==> config.mk <==
export PLATFORM = sky130hd
export DESIGN_NAME = json_string_literal_decoder_core
export DESIGN_NICKNAME = d
export VERILOG_FILES = /design/src/rtl/core/jsd_pkg.sv /design/src/rtl/core/json_string_literal_decoder_core.sv /design/src/rtl/core/jsd_step.sv
export SDC_FILE = /design/constraint.sdc
export NUM_CORES = 1
export LEC_CHECK = 0
export BUFFER_PORTS_ARGS = -buffer_cell sky130_fd_sc_hd__buf_2
export CAP_MARGIN = 0
export CORE_AREA = 5 5 127 129
export DETAILED_ROUTE_END_ITERATION = 10
export DIE_AREA = 0 0 132 134
export REMOVE_ABC_BUFFERS = 1
export SYNTH_ARGS = -nofsm -noshare
export SYNTH_HDL_FRONTEND = slang
export SYNTH_SLANG_ARGS = --single-unit
==> constraint.sdc <==
create_clock -name clk_i -period 4 [get_ports clk_i]
set_clock_uncertainty 0.1 [all_clocks]
set_input_delay 0.2 -clock clk_i [delete_from_list [all_inputs] [get_ports clk_i]]
set_output_delay 0.2 -clock clk_i [all_outputs]
set_load 0.01 [all_outputs]
==> src/rtl/core/jsd_pkg.sv <==
// ----------------------------------------------------------------------------
// jsd_pkg
// Shared types and codes for the JSON string literal decoder.
// ----------------------------------------------------------------------------
package jsd_pkg;

  typedef enum logic [3:0] {
    M_IDLE     = 4'd0,
    M_STR      = 4'd1,
    M_UTF8     = 4'd2,
    M_ESC      = 4'd3,
    M_HEX_A    = 4'd4,
    M_WANT_BSL = 4'd5,
    M_WANT_U   = 4'd6,
    M_HEX_B    = 4'd7
  } mode_e;

  typedef enum logic [1:0] {
    ST_BUSY = 2'd0,
    ST_DONE = 2'd1,
    ST_ERR  = 2'd2
  } status_e;

  localparam logic [7:0] CH_QUOTE  = 8'h22;
  localparam logic [7:0] CH_BSLASH = 8'h5C;
  localparam logic [7:0] CH_SLASH  = 8'h2F;
  localparam logic [7:0] CH_U      = 8'h75;
  localparam logic [7:0] CH_B      = 8'h62;
  localparam logic [7:0] CH_F      = 8'h66;
  localparam logic [7:0] CH_N      = 8'h6E;
  localparam logic [7:0] CH_R      = 8'h72;
  localparam logic [7:0] CH_T      = 8'h74;
  localparam logic [7:0] CTRL_MAX  = 8'h1F;

  localparam logic [20:0] CP_MIN2     = 21'h00080;
  localparam logic [20:0] CP_MIN3     = 21'h00800;
  localparam logic [20:0] CP_MIN4     = 21'h10000;
  localparam logic [20:0] CP_MAX      = 21'h10FFFF;
  localparam logic [20:0] CP_SURR_LO  = 21'h0D800;
  localparam logic [20:0] CP_SURR_HI  = 21'h0DFFF;
  // Top six bits of a 16-bit escape value for the high and low halves
  localparam logic [5:0]  HALF_HIGH   = 6'b110110;
  localparam logic [5:0]  HALF_LOW    = 6'b110111;

  typedef struct packed {
    mode_e       mode;
    logic [1:0]  hex_cnt;
    logic [20:0] acc;
    logic [9:0]  high;
    logic [1:0]  seq_rem;
    logic [2:0]  seq_len;
  } jsd_state_t;

  typedef struct packed {
    logic [2:0]  cnt;
    logic [31:0] data;
    status_e     status;
  } jsd_result_t;

endpackage

==> src/rtl/core/json_string_literal_decoder_core.sv <==
// ----------------------------------------------------------------------------
// json_string_literal_decoder_core
// Decodes a JSON string literal one byte at a time and emits UTF-8 output.
// ----------------------------------------------------------------------------
//  channel | signals                                   | direction
//  --------+-------------------------------------------+----------
//  in      | in_valid_i, in_ready_o, in_byte_i         | sink
//  out     | out_valid_o, out_ready_i, out_count_o,    | source
//          | out_data_o, status_o                      |
//
//  One result per input byte; one byte per cycle sustained while out_ready_i takes results.
//  The input byte is registered, then decoded into the result register.
//  Reset returns the decoder to idle, waiting for an opening quote.
//  A stalled result holds the result register; the input register still takes
//  a byte while it is empty.
// ----------------------------------------------------------------------------
module json_string_literal_decoder_core (
  input  logic        clk_i,
  input  logic        rst_ni,
  input  logic        in_valid_i,
  output logic        in_ready_o,
  input  logic [7:0]  in_byte_i,
  output logic        out_valid_o,
  input  logic        out_ready_i,
  output logic [2:0]  out_count_o,
  output logic [31:0] out_data_o,
  output logic [1:0]  status_o
);
  import jsd_pkg::*;

  logic        in_vld_q;
  logic [7:0]  byte_q;
  jsd_state_t  state_q;
  jsd_state_t  state_d;
  jsd_result_t res_d;
  jsd_result_t res_q;
  logic        out_vld_q;
  logic        advance;
  logic        fire;

  assign advance    = !out_vld_q || out_ready_i;
  assign fire       = advance && in_vld_q;
  assign in_ready_o = !in_vld_q || advance;

  jsd_step u_step (
    .state_i  (state_q),
    .byte_i   (byte_q),
    .state_o  (state_d),
    .result_o (res_d)
  );

  always_ff @(posedge clk_i or negedge rst_ni) begin
    if (!rst_ni) begin
      in_vld_q  <= 1'b0;
      out_vld_q <= 1'b0;
      state_q   <= '0;
    end else begin
      if (in_ready_o) in_vld_q <= in_valid_i;
      if (advance) out_vld_q <= in_vld_q;
      if (fire) state_q <= state_d;
    end
  end

  always_ff @(posedge clk_i) begin
    if (in_ready_o && in_valid_i) byte_q <= in_byte_i;
    if (fire) res_q <= res_d;
  end

  assign out_valid_o = out_vld_q;
  assign out_count_o = res_q.cnt;
  assign out_data_o  = res_q.data;
  assign status_o    = res_q.status;

  a_end_clears: assert property (@(posedge clk_i) disable iff (!rst_ni)
    (fire && res_d.status != ST_BUSY) |=> (state_q == '0))
    else $error("decoder state not cleared after end of string");

  a_end_no_bytes: assert property (@(posedge clk_i) disable iff (!rst_ni)
    (out_valid_o && status_o != ST_BUSY) |-> (out_count_o == 3'd0 && out_data_o == 32'd0))
    else $error("bytes emitted with a final status");

  a_count_range: assert property (@(posedge clk_i) disable iff (!rst_ni)
    out_valid_o |-> (out_count_o <= 3'd4))
    else $error("output count out of range");

  a_state_hold: assert property (@(posedge clk_i) disable iff (!rst_ni)
    !fire |=> $stable(state_q))
    else $error("decoder state moved without a transfer");

endmodule

==> src/rtl/core/jsd_step.sv <==
// ----------------------------------------------------------------------------
// jsd_step
// Decode one byte of JSON text against the current decoder state.
// ----------------------------------------------------------------------------
module jsd_step (
  input  jsd_pkg::jsd_state_t  state_i,
  input  logic [7:0]           byte_i,
  output jsd_pkg::jsd_state_t  state_o,
  output jsd_pkg::jsd_result_t result_o
);
  import jsd_pkg::*;

  typedef struct packed {
    logic [2:0]  cnt;
    logic [31:0] data;
  } enc_t;

  function automatic enc_t cp_to_bytes(input logic [20:0] cp);
    enc_t e;
    if (cp <= 21'h7F) begin
      e.cnt  = 3'd1;
      e.data = {11'd0, cp};
    end else if (cp <= 21'h7FF) begin
      e.cnt  = 3'd2;
      e.data = {16'd0, 2'b10, cp[5:0], 3'b110, cp[10:6]};
    end else if (cp <= 21'hFFFF) begin
      e.cnt  = 3'd3;
      e.data = {8'd0, 2'b10, cp[5:0], 2'b10, cp[11:6], 4'b1110, cp[15:12]};
    end else begin
      e.cnt  = 3'd4;
      e.data = {2'b10, cp[5:0], 2'b10, cp[11:6], 2'b10, cp[17:12], 5'b11110, cp[20:18]};
    end
    return e;
  endfunction

  // Bit 4 set marks a byte that is not a hex digit
  function automatic logic [4:0] hex_value(input logic [7:0] b);
    logic [4:0] v;
    if (b inside {[8'h30:8'h39]}) begin
      v = {1'b0, b[3:0]};
    end else if (b inside {[8'h41:8'h46], [8'h61:8'h66]}) begin
      v = 5'(b[2:0]) + 5'd9;
    end else begin
      v = 5'h10;
    end
    return v;
  endfunction

  logic [4:0]  hv;
  logic [15:0] acc16;
  logic [20:0] acc_utf8;
  logic [1:0]  rem_dec;
  logic [20:0] min_cp;
  logic [20:0] pair_cp;
  logic [20:0] enc_cp;
  logic        enc_en;
  enc_t        enc;
  status_e     status;
  jsd_state_t  st_n;
  logic [2:0]  cnt;
  logic [31:0] data;

  assign hv       = hex_value(byte_i);
  assign acc16    = {state_i.acc[11:0], hv[3:0]};
  assign acc_utf8 = {state_i.acc[14:0], byte_i[5:0]};
  assign rem_dec  = state_i.seq_rem - 2'd1;
  assign pair_cp  = CP_MIN4 + {1'b0, state_i.high, acc16[9:0]};
  assign enc      = cp_to_bytes(enc_cp);

  always_comb begin
    case (state_i.seq_len)
      3'd2:    min_cp = CP_MIN2;
      3'd3:    min_cp = CP_MIN3;
      default: min_cp = CP_MIN4;
    endcase
  end

  always_comb begin
    st_n   = state_i;
    status = ST_BUSY;
    enc_en = 1'b0;
    enc_cp = '0;
    cnt    = '0;
    data   = '0;
    case (state_i.mode)
      M_STR: begin
        if (byte_i <= CTRL_MAX) begin
          status = ST_ERR;
        end else if (byte_i == CH_QUOTE) begin
          status = ST_DONE;
        end else if (byte_i[7]) begin
          if (byte_i[7:5] == 3'b110) begin
            st_n.seq_len = 3'd2;
            st_n.seq_rem = 2'd1;
            st_n.acc     = {16'd0, byte_i[4:0]};
            st_n.mode    = M_UTF8;
          end else if (byte_i[7:4] == 4'b1110) begin
            st_n.seq_len = 3'd3;
            st_n.seq_rem = 2'd2;
            st_n.acc     = {17'd0, byte_i[3:0]};
            st_n.mode    = M_UTF8;
          end else if (byte_i[7:3] == 5'b11110) begin
            st_n.seq_len = 3'd4;
            st_n.seq_rem = 2'd3;
            st_n.acc     = {18'd0, byte_i[2:0]};
            st_n.mode    = M_UTF8;
          end else begin
            status = ST_ERR;
          end
        end else if (byte_i == CH_BSLASH) begin
          st_n.mode = M_ESC;
        end else begin
          cnt  = 3'd1;
          data = {24'd0, byte_i};
        end
      end
      M_UTF8: begin
        if (byte_i[7:6] != 2'b10) begin
          status = ST_ERR;
        end else begin
          st_n.acc     = acc_utf8;
          st_n.seq_rem = rem_dec;
          if (rem_dec == 2'd0) begin
            if (acc_utf8 < min_cp || acc_utf8 > CP_MAX ||
                (acc_utf8 >= CP_SURR_LO && acc_utf8 <= CP_SURR_HI)) begin
              status = ST_ERR;
            end else begin
              enc_en       = 1'b1;
              enc_cp       = acc_utf8;
              st_n.mode    = M_STR;
              st_n.acc     = '0;
              st_n.seq_len = '0;
            end
          end
        end
      end
      M_ESC: begin
        st_n.mode = M_STR;
        cnt       = 3'd1;
        case (byte_i)
          CH_QUOTE:  data = {24'd0, CH_QUOTE};
          CH_BSLASH: data = {24'd0, CH_BSLASH};
          CH_SLASH:  data = {24'd0, CH_SLASH};
          CH_B:      data = 32'h08;
          CH_F:      data = 32'h0C;
          CH_N:      data = 32'h0A;
          CH_R:      data = 32'h0D;
          CH_T:      data = 32'h09;
          CH_U: begin
            cnt          = '0;
            st_n.mode    = M_HEX_A;
            st_n.hex_cnt = '0;
            st_n.acc     = '0;
          end
          default: status = ST_ERR;
        endcase
      end
      M_HEX_A, M_HEX_B: begin
        if (hv[4]) begin
          status = ST_ERR;
        end else begin
          st_n.acc = {5'd0, acc16};
          if (state_i.hex_cnt != 2'd3) begin
            st_n.hex_cnt = state_i.hex_cnt + 2'd1;
          end else begin
            st_n.hex_cnt = '0;
            if (state_i.mode == M_HEX_A) begin
              if (acc16 == 16'd0 || acc16[15:10] == HALF_LOW) begin
                status = ST_ERR;
              end else if (acc16[15:10] == HALF_HIGH) begin
                st_n.high = acc16[9:0];
                st_n.acc  = '0;
                st_n.mode = M_WANT_BSL;
              end else begin
                enc_en    = 1'b1;
                enc_cp    = {5'd0, acc16};
                st_n.acc  = '0;
                st_n.mode = M_STR;
              end
            end else begin
              if (acc16[15:10] != HALF_LOW) begin
                status = ST_ERR;
              end else begin
                enc_en    = 1'b1;
                enc_cp    = pair_cp;
                st_n.acc  = '0;
                st_n.high = '0;
                st_n.mode = M_STR;
              end
            end
          end
        end
      end
      M_WANT_BSL: begin
        if (byte_i == CH_BSLASH) st_n.mode = M_WANT_U;
        else status = ST_ERR;
      end
      M_WANT_U: begin
        if (byte_i == CH_U) begin
          st_n.mode    = M_HEX_B;
          st_n.hex_cnt = '0;
          st_n.acc     = '0;
        end else begin
          status = ST_ERR;
        end
      end
      default: begin
        // Idle and unused codes: wait for the opening quote
        st_n = '0;
        if (byte_i == CH_QUOTE) st_n.mode = M_STR;
        else status = ST_ERR;
      end
    endcase

    if (enc_en) begin
      cnt  = enc.cnt;
      data = enc.data;
    end
    // Any end of string drops all state and output bytes
    if (status != ST_BUSY) begin
      st_n = '0;
      cnt  = '0;
      data = '0;
    end
  end

  assign state_o         = st_n;
  assign result_o.cnt    = cnt;
  assign result_o.data   = data;
  assign result_o.status = status;

endmodule

Word level (Yosys, flattened, before mapping)
Cells that the tools add are included.
{"block": "word_totals", "reg_bits": 83, "latchBits": 0, "mem_bits_rw": 0, "rom_bits": 0, "input_bits": 12, "output_inout_bits": 39, "word_cells": 214, "n_memories": 0}
{"block": "classes", "add_sub_neg": 4, "n_mul": 0, "n_div": 0, "n_lt_le_gt_ge": 14, "n_eq_ne": 47, "n_shift": 0, "muxes": 109, "n_bitwise": 0, "reduce_logical": 28}
{"op": "$mux 21", "count": 17}
{"op": "$mux 32", "count": 4}
{"op": "$pmux 21 s6", "count": 1}
{"op": "$mux 35", "count": 3}
{"op": "$mux 26", "count": 3}
{"op": "$pmux 32 s2", "count": 1}
{"op": "$mux 31", "count": 2}
{"op": "$mux 4", "count": 15}
{"op": "$eq 8x7->1 const B", "count": 7}
{"op": "$pmux 7 s8", "count": 1}
{"op": "$mux 5", "count": 9}
{"op": "$le 21x16->1 const B", "count": 2}
{"op": "$mux 42", "count": 1}
{"op": "$pmux 21 s2", "count": 1}
{"op": "$mux 2", "count": 19}
{"op": "$mux 37", "count": 1}
{"op": "$pmux 17 s2", "count": 1}
{"op": "$mux 27", "count": 1}
{"op": "$pmux 4 s6", "count": 1}
{"op": "$add 17x20->21 const A", "count": 1}
{"op": "$ge 21x16->1 const B", "count": 1}
{"op": "$gt 21x21->1 const B", "count": 1}
{"op": "$le 21x11->1 const B", "count": 1}
{"op": "$le 21x7->1 const B", "count": 1}
{"op": "other kinds (55)", "count": 107}

Depth between registers and ports, before layout
{"block": "depth", "ltp_word": 17, "ltp_mapped": 14, "depth_no_buf": 14}

Cells and area by module
Synthesis repeated with hierarchy kept, for this count alone.
{"block": "unflattened", "cells_unflattened": 695, "hier_area_um2": 6587.6}
{"mod": "jsd_step", "instances": 1, "cells_each": 553, "area_each_um2": 3415.8, "seq_area_each_um2": 0.0}
{"mod": "json_string_literal_decoder_core", "instances": 1, "cells_each": 142, "area_each_um2": 3171.8, "seq_area_each_um2": 2452.4}

Worst setup path before layout
Ideal clock, no wire load.
{"block": "synth_path", "path_kind": "register -> register", "start": "register byte_q[0]", "end": "register res_q (netlist bit out_data_o[0]) (data pin)", "setup_time_ps": 269, "t_arrival_ps": 3549, "required_ps": 3631, "slack_ps": 82, "stages_incl_launch_ff": 14, "path_buffers": 2, "period_less_slack_ps": 3918, "path_cell_list": "edfxtp_1 -> clkbuf_1 -> inv_1 -> ha_1 -> or3b_2 -> o211a_1 -> a2bb2o_1 -> or4b_2 -> and2_1 -> clkbuf_1 -> a211oi_1 -> a21oi_1 -> a221oi_1 -> a21oi_1"}
{"block": "synth_between", "elab_chain_cells": 17, "word_cells_on_any_way": 80, "classes_between": "add/sub: 2; order compare: 14; eq/ne: 9; mux: 44; reduce/logical: 11"}
{"item": "start, declared", "line": "json_string_literal_decoder_core.sv:32", "text": "logic [7:0] byte_q;"}
{"item": "start signal, assigned", "line": "json_string_literal_decoder_core.sv:65", "text": "if (in_ready_o && in_valid_i) byte_q <= in_byte_i;"}
{"item": "branches (longest 17 deep; another with $add 17x20->21)"}
{"item": "end signal, assigned", "line": "json_string_literal_decoder_core.sv:66", "text": "if (fire) res_q <= res_d;"}
{"item": "end, declared", "line": "json_string_literal_decoder_core.sv:36", "text": "jsd_result_t res_q;"}
Several ways; the timed one is not identified.
A chain may end at the register's enable or synchronous reset.

Worst setup path after layout
{"block": "layout_path", "start": "register byte_q[0]", "end": "register state_q[13] in the netlist's numbering"}
{"block": "layout_between", "elab_chain_cells": 15, "word_cells_on_any_way": 56, "classes_between": "add/sub: 1; order compare: 11; eq/ne: 15; mux: 17; reduce/logical: 12"}
{"item": "$ge 8x7->1 / $le 8x7->1 (equally long branches)", "line": "jsd_step.sv:41", "text": "end else if (b inside {[8'h41:8'h46], [8'h61:8'h66]}) begin"}
{"item": "$logic_and 1x1->1", "line": "jsd_step.sv:41"}
{"item": "$reduce_bool 2->1", "line": "jsd_step.sv:41"}
{"item": "$mux 5", "line": "jsd_step.sv:41"}
{"item": "$mux 5", "line": "jsd_step.sv:39", "text": "if (b inside {[8'h30:8'h39]}) begin"}
{"item": "$logic_not 16->1", "line": "jsd_step.sv:168", "text": "if (acc16 == 16'd0 || acc16[15:10] == HALF_LOW) begin"}
{"item": "$logic_or 1x1->1", "line": "jsd_step.sv:168"}
{"item": "$mux 2", "line": "jsd_step.sv:168"}
{"item": "$mux 2", "line": "jsd_step.sv:167", "text": "if (state_i.mode == M_HEX_A) begin"}
{"item": "$mux 2", "line": "jsd_step.sv:163", "text": "if (state_i.hex_cnt != 2'd3) begin"}
{"item": "$mux 2", "line": "jsd_step.sv:159", "text": "if (hv[4]) begin"}
{"item": "$pmux 2 s6", "line": "jsd_step.sv:85", "text": "case (state_i.mode)"}
{"item": "$reduce_bool 2->1", "line": "jsd_step.sv:220", "text": "if (status != ST_BUSY) begin"}
{"item": "$ne 4x4->1 (no line), or another cell as far along"}
{"item": "$reduce_and 7->1 (no line)"}
{"item": "end signal, assigned", "line": "json_string_literal_decoder_core.sv:60", "text": "if (fire) state_q <= state_d;"}
{"item": "end, declared", "line": "json_string_literal_decoder_core.sv:33", "text": "jsd_state_t state_q;"}
Parallel ways exist; a longest one is shown, timed or not.

==> Implementation_results.wiki <==
{| class="wikitable"
! Metric !! Value
|-
| Cells taking the most area after synthesis || edfxtp_1 (25%), dfrtp_1 (18%), nand2_1 (4.9%)
|-
| Pwr Density || 301.5 nW/um2
|-
| Via density || 5.860
|-
| Run status || complete, no violations
|-
| Final Total Pwr || 1.859 mW
|-
| Critical path data arrival time || 4030 ps
|-
| Critical Path Start Type || flop
|-
| Number of inserted filler cells in the final layout || 1464
|-
| Worst R2R Setup Slack || 140 ps
|-
| CTS Buf Count || 9
|-
| Largest net degree at the start of global routing || 38
|-
| Terminating pin of the worst hold path || out_valid_o$_DFFE_PN0P_
|-
| Critical Path Sink Type || flop
|-
| Average wire per cell in the routed design || 19.17 um
|-
| Antenna violations before repair || 0
|-
| End of the worst register-to-register path || state_q[13]$_DFFE_PN0P_
|-
| Transition time at the pin with the least slew margin || 895.3 ps
|-
| Peak supply drop || 0.0001939 V
|-
| Category of the critical setup timing path || reg2reg
|-
| Number of flip-flops and latches in the synthesized netlist || 79
|-
| Deepest level of the CTS H-tree || 3
|-
| Worst Path Required || 4170 ps
|-
| Primary FF master, synth || edfxtp_1
|-
| Vias in the first global route || 4768
|-
| Root Buffer || clkbuf_16
|-
| Post-synthesis area per instance || 8.913 um2
|-
| Final Critical Period || 3862 ps
|-
| Hold crit path type || in2reg
|-
| Hold Path Cell Cnt || 3
|-
| Count of nets after finishing || 669
|-
| Launching point of the worst reg2reg path || byte_q[0]$_DFFE_PP_
|-
| Max-cap viol count || 0
|-
| Pins over their slew limit || 0
|-
| Max Freq || 0.2589 GHz
|-
| Starting Density || 33.93%
|-
| Number of setup violations in the final report || 0
|-
| Clock transition at path regs || 60 ps
|-
| Biggest area consumer among synthesized cells || edfxtp_1
|-
| TritonCTS clock tree || yes
|-
| FF/Latch Area || 2187 um2
|-
| Wire length of the first global-routing pass || 25720 um
|-
| Ys async rst share || 46.84%
|-
| Number of failing hold endpoints at the final stage || 0
|-
| N_diodes || 0
|-
| Starting DRC count in detailed routing || 577
|-
| Library cell with the highest instance count after synthesis || nand2_1
|-
| Cell leakage power || 2.412 nW
|-
| Remaining global-route overflow || 0
|-
| Count of buffers inserted at the top-level ports || 48
|-
| Die Ht || 134 um
|-
| Global-route usage over all layers || 18.10%
|-
| Growth of design area from synthesis to finish || 21.82%
|-
| Site row count || 45
|-
| Total standard cell area after synthesis || 5062 um2
|-
| Top-area cell type share of the netlist area || 24.91%
|-
| Sequential area share after synthesis || 43.20%
|-
| Core region area || 14920 um2
|-
| Period utilisation layout || 96.54%
|-
| HPWL after detailed placement || 11960 um
|-
| Mapped Cells || 568
|-
| Hold Crit Start || out_ready_i
|-
| DR vias || 4922
|-
| Maximum number of buffers from clock root to sink || 2
|-
| Overall die area || 17690 um2
|-
| # DRC || 0
|-
| Synthesis Warnings || 0
|-
| Critical-path maximum fanout || 10
|-
| Pre-antenna DRT Iters || 6
|-
| Total routed wirelength || 16110 um
|-
| Multi-input gate area in the final layout || 2658 um2
|-
| Clk sink count || 79
|-
| R2R cell count || 13
|-
| Worst relative slew slack || 40.31%
|-
| Placer Congestion || 0.9939
|-
| Clock latency on the worst-skew pair || 350 ps
|-
| Count of antenna-violating nets left after detailed routing || 0
|-
| Die width || 132 um
|-
| Total I/O pin count || 51
|-
| Unique cell type count in the Yosys netlist || 76
|-
| Hold_ws || 44.34 ps
|-
| Proportion of layout cells with a drive suffix above 1 || 21.78%
|-
| Post-synth EDFFs || 42
|-
| Most common library cells after synthesis || nand2_1 (66), nor2_1 (52), edfxtp_1 (42)
|}
## registers in the layout (all words and copies together) (netlist names)
register	count
state_q	35
out_count_o	3
in_vld_q	1
out_data_o	29
status_o	2
byte_q	8
out_valid_o	1
## kinds of logic after synthesis
kind of cell / share of synthesized area, %
and+or+nand+nor: 21.70
AOI/OAI and AO/OA: 25.83
DFF: 43.20
buffers and inverters: 5.437
adders and majority gates: 2.472
xor gates and xnor gates: 0.8650
muxes: 0.4202
other: 0.07408
## cell usage in the layout (no fill, tap or decap), types with 4 or more instances in the layout
cell type / n
nand2b_1: 8
a21oi_1: 22
nand3_1: 25
a21o_1: 4
a211oi_1: 13
edfxtp_1: 42
nor4_1: 5
xnor2_1: 4
a22oi_1: 21
buf_4: 50
and2_1: 11
inv_1: 23
a31oi_1: 7
and3_1: 4
nor2_1: 52
o21ai_0: 38
dlygate4sd3_1: 10
o31ai_1: 6
clkbuf_16: 9
dfrtp_1: 37
nor3_1: 10
ha_1: 10
a222oi_1: 4
nand2_1: 66
buf_2: 48
clkbuf_1: 6
nand4_1: 6
o22ai_1: 5
a221oi_1: 5
a32o_1: 5
o21ai_2: 11
o211ai_1: 8
## power breakdown
part,switching (mW),internal [mW],leakage [nW],total (mW)
clock,0.306,0.485,0.132,0.791
combinational,0.110,0.0569,1.35,0.167
sequential,0.0112,0.890,0.927,0.901
## metrics by stage
step	setup WS (ps)	TNS (ps)	instance area, um2	util, %	cells
2_1_floorplan	-621.1	-11680	4885	-	528
3_3_place_gp	63.49	0	5713	38.29	811
3_5_place_dp	-5.055	-5.055	5713	38.29	811
4_1_cts	4.070	0	6091	40.82	837
5_1_grt	-20.29	-25.68	6167	41.33	840
6_report	138.2	0	6167	41.33	840
## layout make-up
cell class	count	share of cell area [%]
multi-input combinational	425	43.09
sequential	79	35.46
timing repair buffer	108	11.60
clock buffer	15	4.017
tap	188	3.814
inverter	24	1.522
clock inverter	1	0.4869
## worst max path at each step
| stage | endpoint | startpoint | cells past startpoint | slack [ps] |
|---|---|---|---|---|
| 6_report | state_q[13]$_DFFE_PN0P_ | byte_q[0]$_DFFE_PP_ | 13 | 140 |
| 5_1_grt | out_data_o[5]$_SDFFCE_PN0P_ | byte_q[0]$_DFFE_PP_ | 12 | -20 |
| 3_5_place_dp | state_q[13]$_DFFE_PN0P_ | byte_q[0]$_DFFE_PP_ | 13 | -5 |
| 3_3_place_gp | state_q[5]$_DFFE_PN0P_ | byte_q[7]$_DFFE_PP_ | 12 | 60 |
| 4_1_cts | state_q[13]$_DFFE_PN0P_ | byte_q[0]$_DFFE_PP_ | 13 | 4 |
| 2_1_floorplan | out_data_o[1]$_SDFFCE_PN0P_ | byte_q[0]$_DFFE_PP_ | 12 | -620 |
## per-layer routing
metal | global-route usage, % | vias to the layer above | share of wire, %
li1 | - | 2285 | -
met1 | 24.03 | 2307 | 43
met2 | 27.96 | 281 | 45
met3 | 5.364 | 49 | 9.3
met4 | 6.800 | 0 | 3.1
met5 | 0 | - | 0
## critical path, cell delays in order, from the launching register on
cell and delay [ps]:
edfxtp_1 480, inv_1 150, ha_1 250, and2_1 220, o211a_1 270, buf_4 160
a21oi_1 150, a22oi_2 250, o22ai_1 150, or4_4 470, or2_4 290, or4b_1 510
buf_4 210, o21ai_2 130
## what timing repair did
item,in CTS,in global routing
setup endpoints to repair,0,54
gates resized for setup,0,12
hold buffers,10,0
buffers inserted,0,3
hold endpoints to repair,46,0
Power figures use the tool's default switching activity.
